$ cat config.mk
export PLATFORM = sky130hd
export DESIGN_NAME = event_queue_mask_dispatch
export DESIGN_NICKNAME = d
export VERILOG_FILES = /design/src/rtl/eqmd_pkg.sv /design/src/rtl/eqmd_ram.sv /design/src/rtl/eqmd_sub_scan.sv /design/src/rtl/event_queue_mask_dispatch.sv
export SDC_FILE = /design/constraint.sdc
export NUM_CORES = 1
export LEC_CHECK = 0
export BUFFER_PORTS_ARGS = -buffer_cell sky130_fd_sc_hd__buf_2
export CORE_ASPECT_RATIO = 2
export CORE_MARGIN = 2
export CORE_UTILIZATION = 65
export CTS_BUF_LIST = sky130_fd_sc_hd__clkbuf_4
export DETAILED_ROUTE_END_ITERATION = 8
export GPL_TIMING_DRIVEN = 0
export HOLD_SLACK_MARGIN = 0.02
export PLACE_DENSITY = 0.83
export SLEW_MARGIN = 15
export SYNTH_ARGS = -nofsm -noshare
export SYNTH_HDL_FRONTEND = slang
export SYNTH_SLANG_ARGS = --single-unit
export TNS_END_PERCENT = 5
$ cat constraint.sdc
create_clock -name clk -period 15.7 [get_ports clk]
set_clock_uncertainty 0.1 [all_clocks]
set_input_delay 1.57 -clock clk [delete_from_list [all_inputs] [get_ports clk]]
set_output_delay 1.57 -clock clk [all_outputs]
set_load 0.1 [all_outputs]
$ cat src/rtl/eqmd_pkg.sv
// ----------------------------------------------------------------------------
// eqmd_pkg
// Shared types and constants for the event queue with subscriber dispatch.
// ----------------------------------------------------------------------------
`default_nettype none

package eqmd_pkg;

  localparam int QUEUE_SLOTS = 16;
  localparam int SUBSCRIBERS = 8;
  localparam int EVENT_W     = 16;
  localparam int PAYLOAD_W   = 32;
  localparam int STATUS_W    = 3;
  localparam int DEPTH_W     = 4;
  localparam int SUB_W       = 3;
  localparam int PTR_W       = $clog2(QUEUE_SLOTS);
  localparam int ENTRY_W     = EVENT_W + PAYLOAD_W;
  localparam int IN_DATA_W   = 48;
  localparam int OUT_DATA_W  = 56;

  localparam logic OP_POST     = 1'b0;
  localparam logic OP_DISPATCH = 1'b1;

  typedef enum logic [STATUS_W-1:0] {
    STS_POSTED    = 3'd0,
    STS_DROPPED   = 3'd1,
    STS_EMPTY     = 3'd2,
    STS_DELIVERED = 3'd3,
    STS_NOMATCH   = 3'd4
  } status_t;

  typedef enum logic [2:0] {
    ST_IDLE,
    ST_SINGLE,
    ST_READ,
    ST_SCAN,
    ST_FINISH
  } state_t;

  // configuration write transaction toward the mask bank
  typedef struct packed {
    logic             valid;
    logic [SUB_W-1:0] index;
    logic [EVENT_W-1:0] data;
  } cfg_wr_t;

endpackage

`default_nettype wire

$ cat src/rtl/eqmd_ram.sv
// ----------------------------------------------------------------------------
// eqmd_ram
// Generic single-write, single-read RAM with registered read data.
// ----------------------------------------------------------------------------
`default_nettype none

module eqmd_ram #(
  parameter int WIDTH = 8,
  parameter int DEPTH = 16
) (
  input  wire logic                     clk,
  input  wire logic                     we,
  input  wire logic [$clog2(DEPTH)-1:0] waddr,
  input  wire logic [WIDTH-1:0]         wdata,
  input  wire logic                     re,
  input  wire logic [$clog2(DEPTH)-1:0] raddr,
  output      logic [WIDTH-1:0]         rdata
);

  logic [WIDTH-1:0] mem [DEPTH];

  always_ff @(posedge clk) begin
    if (we) begin
      mem[waddr] <= wdata;
    end
    if (re) begin
      rdata <= mem[raddr];
    end
  end

endmodule

`default_nettype wire

$ cat src/rtl/eqmd_sub_scan.sv
// ----------------------------------------------------------------------------
// eqmd_sub_scan
// Subscriber mask bank with one shared mask/event overlap compare.
// ----------------------------------------------------------------------------
`default_nettype none

module eqmd_sub_scan
  import eqmd_pkg::*;
(
  input  wire logic               clk,
  input  wire logic               rst,
  input  wire cfg_wr_t            cfg,
  input  wire logic [SUB_W-1:0]   sel,
  input  wire logic [EVENT_W-1:0] ev,
  output      logic               hit
);

  logic [EVENT_W-1:0] masks [SUBSCRIBERS];

  always_ff @(posedge clk) begin
    if (rst) begin
      for (int i = 0; i < SUBSCRIBERS; i++) begin
        masks[i] <= '0;
      end
    end else if (cfg.valid) begin
      masks[cfg.index] <= cfg.data;
    end
  end

  // one subscriber per cycle unless the output stalls; a zero mask never overlaps
  assign hit = |(masks[sel] & ev);

endmodule

`default_nettype wire

$ cat src/rtl/event_queue_mask_dispatch.sv
// Sequence: a post, or a dispatch on an empty queue, goes from accept to a
// single result; a dispatch with events goes from accept through a store
// read and the 8 subscriber compares in the shared unit to a closing result.
// One transaction is in flight at a time; s_tready is high only when idle.
// Output stalls hold the subscriber scan until the output register is free.
// Reset: rst synchronous active high; clears pointers, masks and control.
// ----------------------------------------------------------------------------
// event_queue_mask_dispatch
// Ring-buffer event queue; dispatch pops the oldest event and delivers it to
// every subscriber whose mask overlaps the event bits.
// ----------------------------------------------------------------------------
`default_nettype none

module event_queue_mask_dispatch
  import eqmd_pkg::*;
(
  input  wire logic                  clk,
  input  wire logic                  rst,
  // input stream
  input  wire logic                  s_tvalid,
  output      logic                  s_tready,
  input  wire logic [IN_DATA_W-1:0]  s_tdata,   // [15:0] event_bits, [47:16] payload
  input  wire logic                  s_tuser,   // [0] op
  // result stream
  output      logic                  m_tvalid,
  input  wire logic                  m_tready,
  output      logic [OUT_DATA_W-1:0] m_tdata,   // [2:0] subscriber, [18:3] out_event,
                                                // [50:19] out_payload, [54:51] depth, pad
  output      logic [STATUS_W-1:0]   m_tuser,   // [2:0] status
  output      logic                  m_tlast,
  // configuration writes
  input  wire logic                  cfg_valid,
  output      logic                  cfg_ready,
  input  wire logic [SUB_W-1:0]      cfg_index,
  input  wire logic [EVENT_W-1:0]    cfg_data
);

  state_t state, state_next;

  logic [PTR_W-1:0] wp, rp, wp_inc, rp_inc;
  logic             q_empty, q_full;
  logic [PTR_W:0]   depth_wide;

  logic [EVENT_W-1:0]   cur_ev;
  logic [PAYLOAD_W-1:0] cur_data;
  status_t              single_sts;
  logic [SUB_W-1:0]     idx;
  logic                 has_pend;
  logic [SUB_W-1:0]     pend_idx;

  logic                 s_acc, is_post, out_free, hit;
  logic [ENTRY_W-1:0]   ram_rdata;

  // output register
  status_t              o_sts;
  logic [SUB_W-1:0]     o_sub;
  logic [EVENT_W-1:0]   o_ev;
  logic [PAYLOAD_W-1:0] o_data;
  logic [DEPTH_W-1:0]   o_depth;
  logic                 o_last;

  // load controls
  logic                 load, scan_step;
  status_t              ld_sts;
  logic [SUB_W-1:0]     ld_sub;
  logic [EVENT_W-1:0]   ld_ev;
  logic [PAYLOAD_W-1:0] ld_data;
  logic                 ld_last;

  cfg_wr_t cfg;

  assign s_acc    = s_tvalid && s_tready;
  assign is_post  = (s_tuser == OP_POST);
  assign out_free = !m_tvalid || m_tready;

  assign wp_inc  = (wp == PTR_W'(QUEUE_SLOTS - 1)) ? '0 : wp + 1'b1;
  assign rp_inc  = (rp == PTR_W'(QUEUE_SLOTS - 1)) ? '0 : rp + 1'b1;
  assign q_empty = (wp == rp);
  assign q_full  = (wp_inc == rp);

  assign depth_wide = (wp >= rp) ? {1'b0, wp} - {1'b0, rp}
                                 : {1'b0, wp} + (PTR_W+1)'(QUEUE_SLOTS) - {1'b0, rp};

  assign cfg_ready = 1'b1;
  assign cfg.valid = cfg_valid;
  assign cfg.index = cfg_index;
  assign cfg.data  = cfg_data;

  eqmd_ram #(
    .WIDTH (ENTRY_W),
    .DEPTH (QUEUE_SLOTS)
  ) u_store (
    .clk   (clk),
    .we    (s_acc && is_post && !q_full),
    .waddr (wp),
    .wdata ({s_tdata[47:16], s_tdata[15:0]}),
    .re    (s_acc && !is_post && !q_empty),
    .raddr (rp),
    .rdata (ram_rdata)
  );

  eqmd_sub_scan u_scan (
    .clk (clk),
    .rst (rst),
    .cfg (cfg),
    .sel (idx),
    .ev  (cur_ev),
    .hit (hit)
  );

  // next state
  always_comb begin
    state_next = state;
    unique case (state)
      ST_IDLE: begin
        if (s_acc) begin
          if (is_post || q_empty) begin
            state_next = ST_SINGLE;
          end else begin
            state_next = ST_READ;
          end
        end
      end
      ST_SINGLE: begin
        if (out_free) state_next = ST_IDLE;
      end
      ST_READ: begin
        state_next = ST_SCAN;
      end
      ST_SCAN: begin
        if (out_free && idx == SUB_W'(SUBSCRIBERS - 1)) state_next = ST_FINISH;
      end
      ST_FINISH: begin
        if (out_free) state_next = ST_IDLE;
      end
      default: state_next = ST_IDLE;
    endcase
  end

  // outputs of the sequencer
  always_comb begin
    s_tready  = 1'b0;
    load      = 1'b0;
    scan_step = 1'b0;
    ld_sts    = single_sts;
    ld_sub    = '0;
    ld_ev     = '0;
    ld_data   = '0;
    ld_last   = 1'b1;
    unique case (state)
      ST_IDLE: begin
        s_tready = 1'b1;
      end
      ST_SINGLE: begin
        load = out_free;
      end
      ST_READ: ;
      ST_SCAN: begin
        scan_step = out_free;
        // a new hit pushes the previous one out, not the last
        load      = out_free && hit && has_pend;
        ld_sts    = STS_DELIVERED;
        ld_sub    = pend_idx;
        ld_ev     = cur_ev;
        ld_data   = cur_data;
        ld_last   = 1'b0;
      end
      ST_FINISH: begin
        load    = out_free;
        ld_sts  = has_pend ? STS_DELIVERED : STS_NOMATCH;
        ld_sub  = has_pend ? pend_idx : '0;
        ld_ev   = cur_ev;
        ld_data = cur_data;
      end
      default: ;
    endcase
  end

  always_ff @(posedge clk) begin
    if (rst) begin
      state    <= ST_IDLE;
      wp       <= '0;
      rp       <= '0;
      m_tvalid <= 1'b0;
      has_pend <= 1'b0;
      idx      <= '0;
    end else begin
      state <= state_next;
      if (s_acc) begin
        idx      <= '0;
        has_pend <= 1'b0;
        if (is_post) begin
          single_sts <= q_full ? STS_DROPPED : STS_POSTED;
          if (!q_full) wp <= wp_inc;
        end else begin
          single_sts <= STS_EMPTY;
          if (!q_empty) rp <= rp_inc;
        end
      end
      if (state == ST_READ) begin
        cur_ev   <= ram_rdata[EVENT_W-1:0];
        cur_data <= ram_rdata[ENTRY_W-1:EVENT_W];
      end
      if (scan_step) begin
        if (hit) begin
          has_pend <= 1'b1;
          pend_idx <= idx;
        end
        if (idx != SUB_W'(SUBSCRIBERS - 1)) idx <= idx + 1'b1;
      end
      // closing result leaves with the pending delivery
      if (state == ST_FINISH && load) begin
        has_pend <= 1'b0;
      end
      if (load) begin
        m_tvalid <= 1'b1;
      end else if (m_tready) begin
        m_tvalid <= 1'b0;
      end
    end
  end

  always_ff @(posedge clk) begin
    if (load) begin
      o_sts   <= ld_sts;
      o_sub   <= ld_sub;
      o_ev    <= ld_ev;
      o_data  <= ld_data;
      o_last  <= ld_last;
      o_depth <= DEPTH_W'(depth_wide);
    end
  end

  assign m_tdata = {1'b0, o_depth, o_data, o_ev, o_sub};
  assign m_tuser = o_sts;
  assign m_tlast = o_last;

  // only deliveries may be non-final results
  a_single_last: assert property (@(posedge clk) disable iff (rst)
    (m_tvalid && m_tuser != STS_DELIVERED) |-> m_tlast)
    else $error("non-delivery result without tlast");

  // an accepted post into a ring with room advances the write pointer
  a_post_adv: assert property (@(posedge clk) disable iff (rst)
    (s_acc && is_post && !q_full) |=> (wp != $past(wp)))
    else $error("post did not advance write pointer");

  // no pending delivery may survive into the idle state
  a_idle_clean: assert property (@(posedge clk) disable iff (rst)
    (state == ST_IDLE) |-> !has_pend || $past(state) == ST_FINISH)
    else $error("stale pending delivery in idle");

  // a dispatch that pops an event is never taken on an empty ring
  a_pop_nonempty: assert property (@(posedge clk) disable iff (rst)
    (state == ST_READ) |-> ($past(s_acc) && !$past(q_empty)))
    else $error("store read without a queued event");

endmodule

`default_nettype wire
==> results.md, run 1 <==
- Core Rows: 130
- Initial Util: about two thirds
- Cell Area, Placed: 43,420 sq um
- Synth unique cells: 57
- GRT Total Usage: 30.18%
- Crit Path Class: flip-flop to flip-flop
- Global route overflow: 0
- Share of the synthesized area in the top cell type: between 70 and 80%
- CP startpoint kind: flip-flop
- Chip Height: 359.6 um
- Worst Setup SP: rp[1]$_SDFFE_PP0P_
- Total CTS buffers: between 200 and 250
- Placer Congestion: approximately 0.94
- Worst vdd ir: just under 0.08 mV
- Via density: 6.524
- Post-cts sizing count: 0
- Largest net degree at the start of global routing: 36
- WL per Instance: 30.57 um
- CTS Buffer Depth: 3
- Final core utilization: 73.49%
- Share of cells above drive strength 1: between 30% and 40%
- Fmax: around 0.21 GHz
- Clock-pin slew on the worst setup and hold paths: roughly 0.070 ns
- Relative slew margins: 21.52%
- Hpwl dp: 60,870 um
- Area Growth Syn to Fin: 11.99%
- Post-synthesis compound-gate area fraction: under 10%
- First-pass GRT wire length: between 100,000 and 150,000 um
- Status: complete, no violations
- Clock tree root driver cell: clkbuf_4
- Reg-to-Reg Start: rp[1]$_SDFFE_PP0P_
- Final setup viols: 0
- Post-Synth XOR/XNOR Area: 0.1918%
- Most area-consuming cells after synthesis: edfxtp_1 77%, mux4_2 14%, and2_1 2.6%, mux2i_1 0.83%, dfxtp_1 0.78%
- Max_cap viols: 0
- Post-route setup slack: 11.02 ns
- Unrepaired setup endpoints after global routing: false
- Port Buffer Count: around 130
- Routed Antenna Nets: 0
- Mapped Area: 41,090 sq um
- Synth cell count leaders: 1,056 x edfxtp_1, 256 x mux4_2, 169 x and2_1
- Number of global-route vias before repair: 22,300
- #FFs+latches synth: 1,072
- Slew Limit Fails: 0
- Total number of vias: 20,830
- Top_reg_cell synth: edfxtp_1
- Worst hold start: u_store.rdata[0]$_DFFE_PP_
- Async SR Flop Fraction: 0%
- Required time of the critical path: 16.53 ns
- Fill cells: 3,400
- Largest family of logic cells by synthesized area: multiplexers
- Reg2Reg Depth: 12
- Hold Violations, Final: 0
- Slew @ Worst Pin: ~1.2 ns
- TNS Setup: 0 ns
- PD cells: 120.5 nW/um^2
- Class of the worst hold path: flip-flop to flip-flop
- # IOs: 136
- Initial DRC count: 2,205
- Core area: 62,620 sq um
- Die Footprint: between 60,000 and 70,000 sq um
- Pre-CTS WS: approximately 11 ns
- Hold_buf cts: 0
- Layout Nets: 2,318
- Number of remaining DRC errors: 0
- Gate Count Post-Synth: 1,859
- Critical path peak fanout: 12
- Post-synth EDFFs: between 1,000 and 1,500
- Most numerous cell in the Yosys netlist: edfxtp_1
- Final worst-path cycle share: 29.82%
- Simple-gate portion of the synthesized area: around 4.1%
- Postcts setup bufs: 0
- Min Clock Period, post-route: about 4.7 ns
- Syn_nets: about 1,900
- Hold path cells: 0
- CTS tree: yes
- DRT Wirelength: 97,620 um
- Largest area contributor in the netlist: edfxtp_1
- Number of H-tree levels: 4
- Hold Slack: 0.2859 ns
- Avg Inst Size Synth: 22.10 sq um
- Pre-antenna DRT Iters: 5
- CTS sink count: about 1,100
- Leakage: 14.82 nW
- Multiplexer share of the synthesized area: between 10 and 15%
- Yosys warning count: 0
- Sequential area share after synthesis: 77.95%
- Synth Area in Adders: 0.3532%
- Chip width: ~180 um
- Fin area: 46,020 sq um
- Initial antenna violation count: 10
- Crit path DAT: around 5.5 ns
- Clock latency on the worst-skew pair: 1.00 ns
- CP Capture Type: flip-flop
==> power breakdown <==
| group | switching [mW] | internal (mW) |
|---|---|---|
| Clock | 1.00 | 0.898 |
| Sequential | 0.0198 | 3.21 |
| Combinational | 0.292 | 0.122 |
| Total | 1.31 | 4.23 |
==> state kept, by name, indices dropped and copies added (netlist names) <==
name / flops
u_scan.masks: 128
state: 3
m_tuser: 3
o_ev: 16
o_depth: 4
u_store.mem: 768
single_sts: 2
o_sub: 3
wp: 4
cur_data: 32
has_pend: 1
idx: 3
pend_idx: 3
cur_ev: 16
m_tvalid: 1
u_store.rdata: 48
m_tlast: 1
o_data: 32
rp: 4
==> metal layers <==
| layer | GRT usage [%] | up-vias | wire length, um |
|---|---|---|---|
| met5 | 0 | - | 43 |
| met4 | 18.38 | 6 | 5273 |
| met3 | 5.776 | 322 | 7637 |
| met2 | 54.19 | 1378 | 53520 |
| met1 | 32.93 | 10580 | 31140 |
| li1 | - | 8545 | - |
==> worst max-delay path, stage by stage, from the launching register on <==
cell,delay (ns)
dfxtp_1,0.45
clkbuf_1,0.67
clkbuf_1,0.67
clkbuf_1,0.80
inv_1,0.11
ha_1,0.34
nand3_1,0.09
o21ai_1,0.14
nor2_4,0.43
buf_16,0.22
nand2_1,0.08
or3_1,0.34
a21oi_1,0.14
==> cells by family after synthesis <==
logic type,after synthesis
buffers and inverters,113
XOR/XNOR,9
AND/OR/NAND/NOR,283
AO/OA/AOI/OAI,78
flip-flops,1072
multiplexers,291
adder cells (fa/ha/maj),11
other,2
==> worst paths after layout <==
kind | slack [ns] | to
min | 0.29 | cur_ev[0]$_DFFE_PP_
max | 11.02 | rp[3]$_SDFFE_PP0P_
min reg2reg | 0.29 | cur_ev[0]$_DFFE_PP_
max reg2reg | 11.02 | rp[3]$_SDFFE_PP0P_
==> per-stage QoR <==
step / power [mW] / std cells
3_5_place_dp: 3.710 / 2816
4_1_cts: 5.571 / 3184
5_1_grt: 5.716 / 3189
2_1_floorplan: 3.575 / 1859
6_report: 5.547 / 3193
3_3_place_gp: 3.682 / 2784
==> final cells by class <==
class | instances | area (sq um) | share of cell area [%]
buffer | 94 | 441.7 | 0.9598
tap | 792 | 991.0 | 2.153
clock inverter | 74 | 364.1 | 0.7912
clock buffer | 294 | 2207 | 4.796
timing repair buffer | 165 | 1239 | 2.692
sequential | 1072 | 32030 | 69.60
multi-input combinational | 674 | 8652 | 18.80
inverter | 19 | 71.32 | 0.1550
antenna | 9 | 22.52 | 0.04894
==> placed cells by master, fill, tap and decap left out, types with 10 or more instances in the layout <==
cell type     n
a21oi_1      25
a221oi_1     10
and2_1      169
and3_4       16
buf_1        11
buf_12       14
buf_16       10
buf_2       156
clkbuf_1     57
clkbuf_4    294
clkinv_1     51
clkinv_2     13
dfxtp_1      16
edfxtp_1   1056
ha_1         10
inv_1        18
mux2i_1      34
mux4_2      256
nand2_1      17
nand2b_1     11
nor2_1       22
nor3_1       10
No activity file was read; power rests on OpenSTA's default activity.
==> run 2: changes to the inputs <==
Settings changed: CORE_UTILIZATION 65 to 64, PLACE_DENSITY 0.83 to 0.82.
Clock period 15.7 ns to 4.89 ns, I/O delays scaled along.
==> run 2 against run 1 <==
Net effect: total power increased to 3.3 times the previous value; flip-flop and latch count unchanged; clock power increased to 3.3 times the previous value; first-iteration DRC count increased by 14%; setup slack got worse by 11 ns; clock-buffer cell count decreased by 12; via count increased by 2.5%; largest cell class unchanged.
==> results.md, run 2 (synthesis gave the netlist of run 1 again) <==
- CTS tree: yes
- Clock tree root driver cell: clkbuf_4
- Via density: 6.519
- Reg-to-Reg Start: rp[1]$_SDFFE_PP0P_
- Global route overflow: 0
- Total number of vias: 21,360
- Min Clock Period, post-route: ~4.4 ns
- Net switching power: approximately 4.4 mW
- Flop pwr share: 57.4%
- Routed Antenna Nets: 0
- Chip width: about 180 um
- CP Capture Type: flip-flop
- Leakage: 15.19 nW
- R2R setup slack: 0.47 ns
- Slew @ Worst Pin: 1.180 ns
- Reg2reg end: rp[3]$_SDFFE_PP0P_
- Crit Path Class: flip-flop to flip-flop
- Clock latency on the worst-skew pair: 1.07 ns
- Critical path peak fanout: 11
- PD cells: 385.2 nW/um^2
- Crit-path most repeated cell: clkbuf_1
- Most frequent cells in the layout: 1,056 x edfxtp_1, 282 x clkbuf_4, 256 x mux4_2
- Number of global-route vias before repair: around 23,000
- Initial antenna violation count: 7
- Fmax: 0.2261 GHz
- Post-route setup slack: about 0.47 ns
- Final setup viols: 0
- Number of remaining DRC errors: 0
- First-pass GRT wire length: 140,400 um
- Final worst-path cycle share: 90.46%
- Logic pwr share: under 10%
- CTS sink count: 1,072
- Hold EP: u_scan.masks[3][4]$_SDFFCE_PN0P_
- Hold Violations, Final: 0
- DRT Wirelength: 98,770 um
- TNS Setup: 0 ns
- Hpwl dp: slightly below 60,000 um
- Share of cells above drive strength 1: 32.16%
- Chip Height: 362.3 um
- Clock-pin slew on the worst setup and hold paths: 0.08 ns
- Cell Area, Placed: around 43,000 sq um
- Class of the worst hold path: input port to flip-flop
- Crit path DAT: approximately 5.3 ns
- Status: complete, no violations
- Layout Nets: 2,397
- Commonest non-fill, non-tap cell in the layout: edfxtp_1
- Max FFs per register: 768
- Worst path cell trace: clkbuf_1 -> clkbuf_1 -> clkbuf_1 -> inv_1 -> ha_1 -> nand3_1 -> o21ai_1 -> nor2_4 -> nand2_1 -> or3_1 -> a21oi_1
- Pre-CTS WS: 0.5986 ns
- Pre-antenna DRT Iters: 5
- Top Registers: u_store.mem: 768 flops, u_scan.masks: 128 flops, u_store.rdata: 48 flops
- Placer Congestion: 0.9317
- Port Buffer Count: 133
- Total CTS buffers: 213
- Slowest CP cell: clkbuf_1
- Fin area: 46,940 sq um
- Initial DRC count: 2,521
- Reg2Reg Depth: 11
- Post-cts sizing count: 0
- Core area: 63,600 sq um
- WL per Instance: 30.15 um
- Reg with most FFs: u_store.mem
- Relative slew margins: roughly a fifth
- Post-Place Cells: 2,818
- Required time of the critical path: 5.79 ns
- Area Growth Syn to Fin: 14.24%
- Core Rows: 131
- Number of H-tree levels: 4
- Clock network fraction of design power: a little over a third
- Worst vdd ir: 0.3417 mV
- Unrepaired setup endpoints after global routing: false
- Initial Util: 64.61%
- Hold path cells: 4
- Max incr delay on CP: approximately 0.71 ns
- Int Pwr: 13.73 mW
- GRT Total Usage: 30.03%
- Die Footprint: between 60,000 and 70,000 sq um
- Max_cap viols: 0
- CP startpoint kind: flip-flop
- Slew Limit Fails: 0
- CTS Buffer Depth: 3
- Worst hold start: cfg_valid
- Largest net degree at the start of global routing: 36
- Sw Share: ~24%
- Layout Cells excl Fill: 3,276
- # IOs: 136
[run 2: cell count changes in the layout (fill, tap and decap cells not counted), sizes merged]
cell         delta
clkbuf         -12
buf             -3
clkinvlp        -1
clkinv         +12
dlygate4sd3    +77
inv             +4
bufinv          +3
diode           -3
[run 2: stage by stage]
stage	hold slack, ns	utilization, %	power [mW]
after floorplan	0.3003	-	11.48
after global placement	0.3038	67.24	11.82
after detailed placement	0.3045	68.39	11.91
after CTS	0.06736	73.77	18.11
after global routing	0.1569	73.82	18.62
final	0.1527	73.82	18.08
[run 2: power groups by stage]
stage	Sequential, mW	Combinational (mW)	Clock [mW]
after CTS	10.4	1.38	6.35
after global placement	10.6	1.23	0
after floorplan	11.0	0.522	0
after detailed placement	10.6	1.33	0
after global routing	10.4	1.45	6.78
final	10.4	1.39	6.31
[run 2: layout make-up]
type,instances,area (sq um)
diodes,6,15.01
repair buffers,239,2076
fillers,3506,16650
clock inverters,92,533.0
well taps,798,998.5
multi-input cells,674,8661
clock buffers,282,2117
flip-flops and latches,1072,32030
plain buffers,94,441.7
inverters,19,71.32
[run 2: timing repair]
item	4_1_cts	5_1_grt
hold endpoints to repair	912	0
hold buffers	77	0
buffers inserted	0	0
[run 2: layer usage]
metal  global-route usage, %  share of wire, %
met4                   17.18               5.0
met3                   6.027               8.2
met1                   34.11                33
met5                       0             0.014
met2                   52.84                54
[run 2: how the worst max path moves through the flow]
stage | startpoint | end | slack [ns]
final | rp[1]$_SDFFE_PP0P_ | rp[3]$_SDFFE_PP0P_ | 0.47
after CTS | rp[1]$_SDFFE_PP0P_ | u_store.rdata[26]$_DFFE_PP_ | 0.58
after detailed placement | rp[1]$_SDFFE_PP0P_ | rp[3]$_SDFFE_PP0P_ | 0.60
after floorplan | state[2]$_SDFFE_PP0P_ | u_store.mem[5][0]$_DFFE_PP_ | -0.83
after global routing | rp[1]$_SDFFE_PP0P_ | rp[3]$_SDFFE_PP0P_ | 0.40
after global placement | idx[2]$_SDFF_PP0_ | o_data[3]$_SDFFCE_PN0P_ | -2.88
[run 2: worst max-delay path: cells and delay by family, from the launching register on]
kind	cells	cell delay (ns)
flip-flops	1	0.41
buffers and inverters	4	2.09
AO/OA/AOI/OAI	2	0.31
adder cells (fa/ha/maj)	1	0.34
AND/OR/NAND/NOR	4	1.10
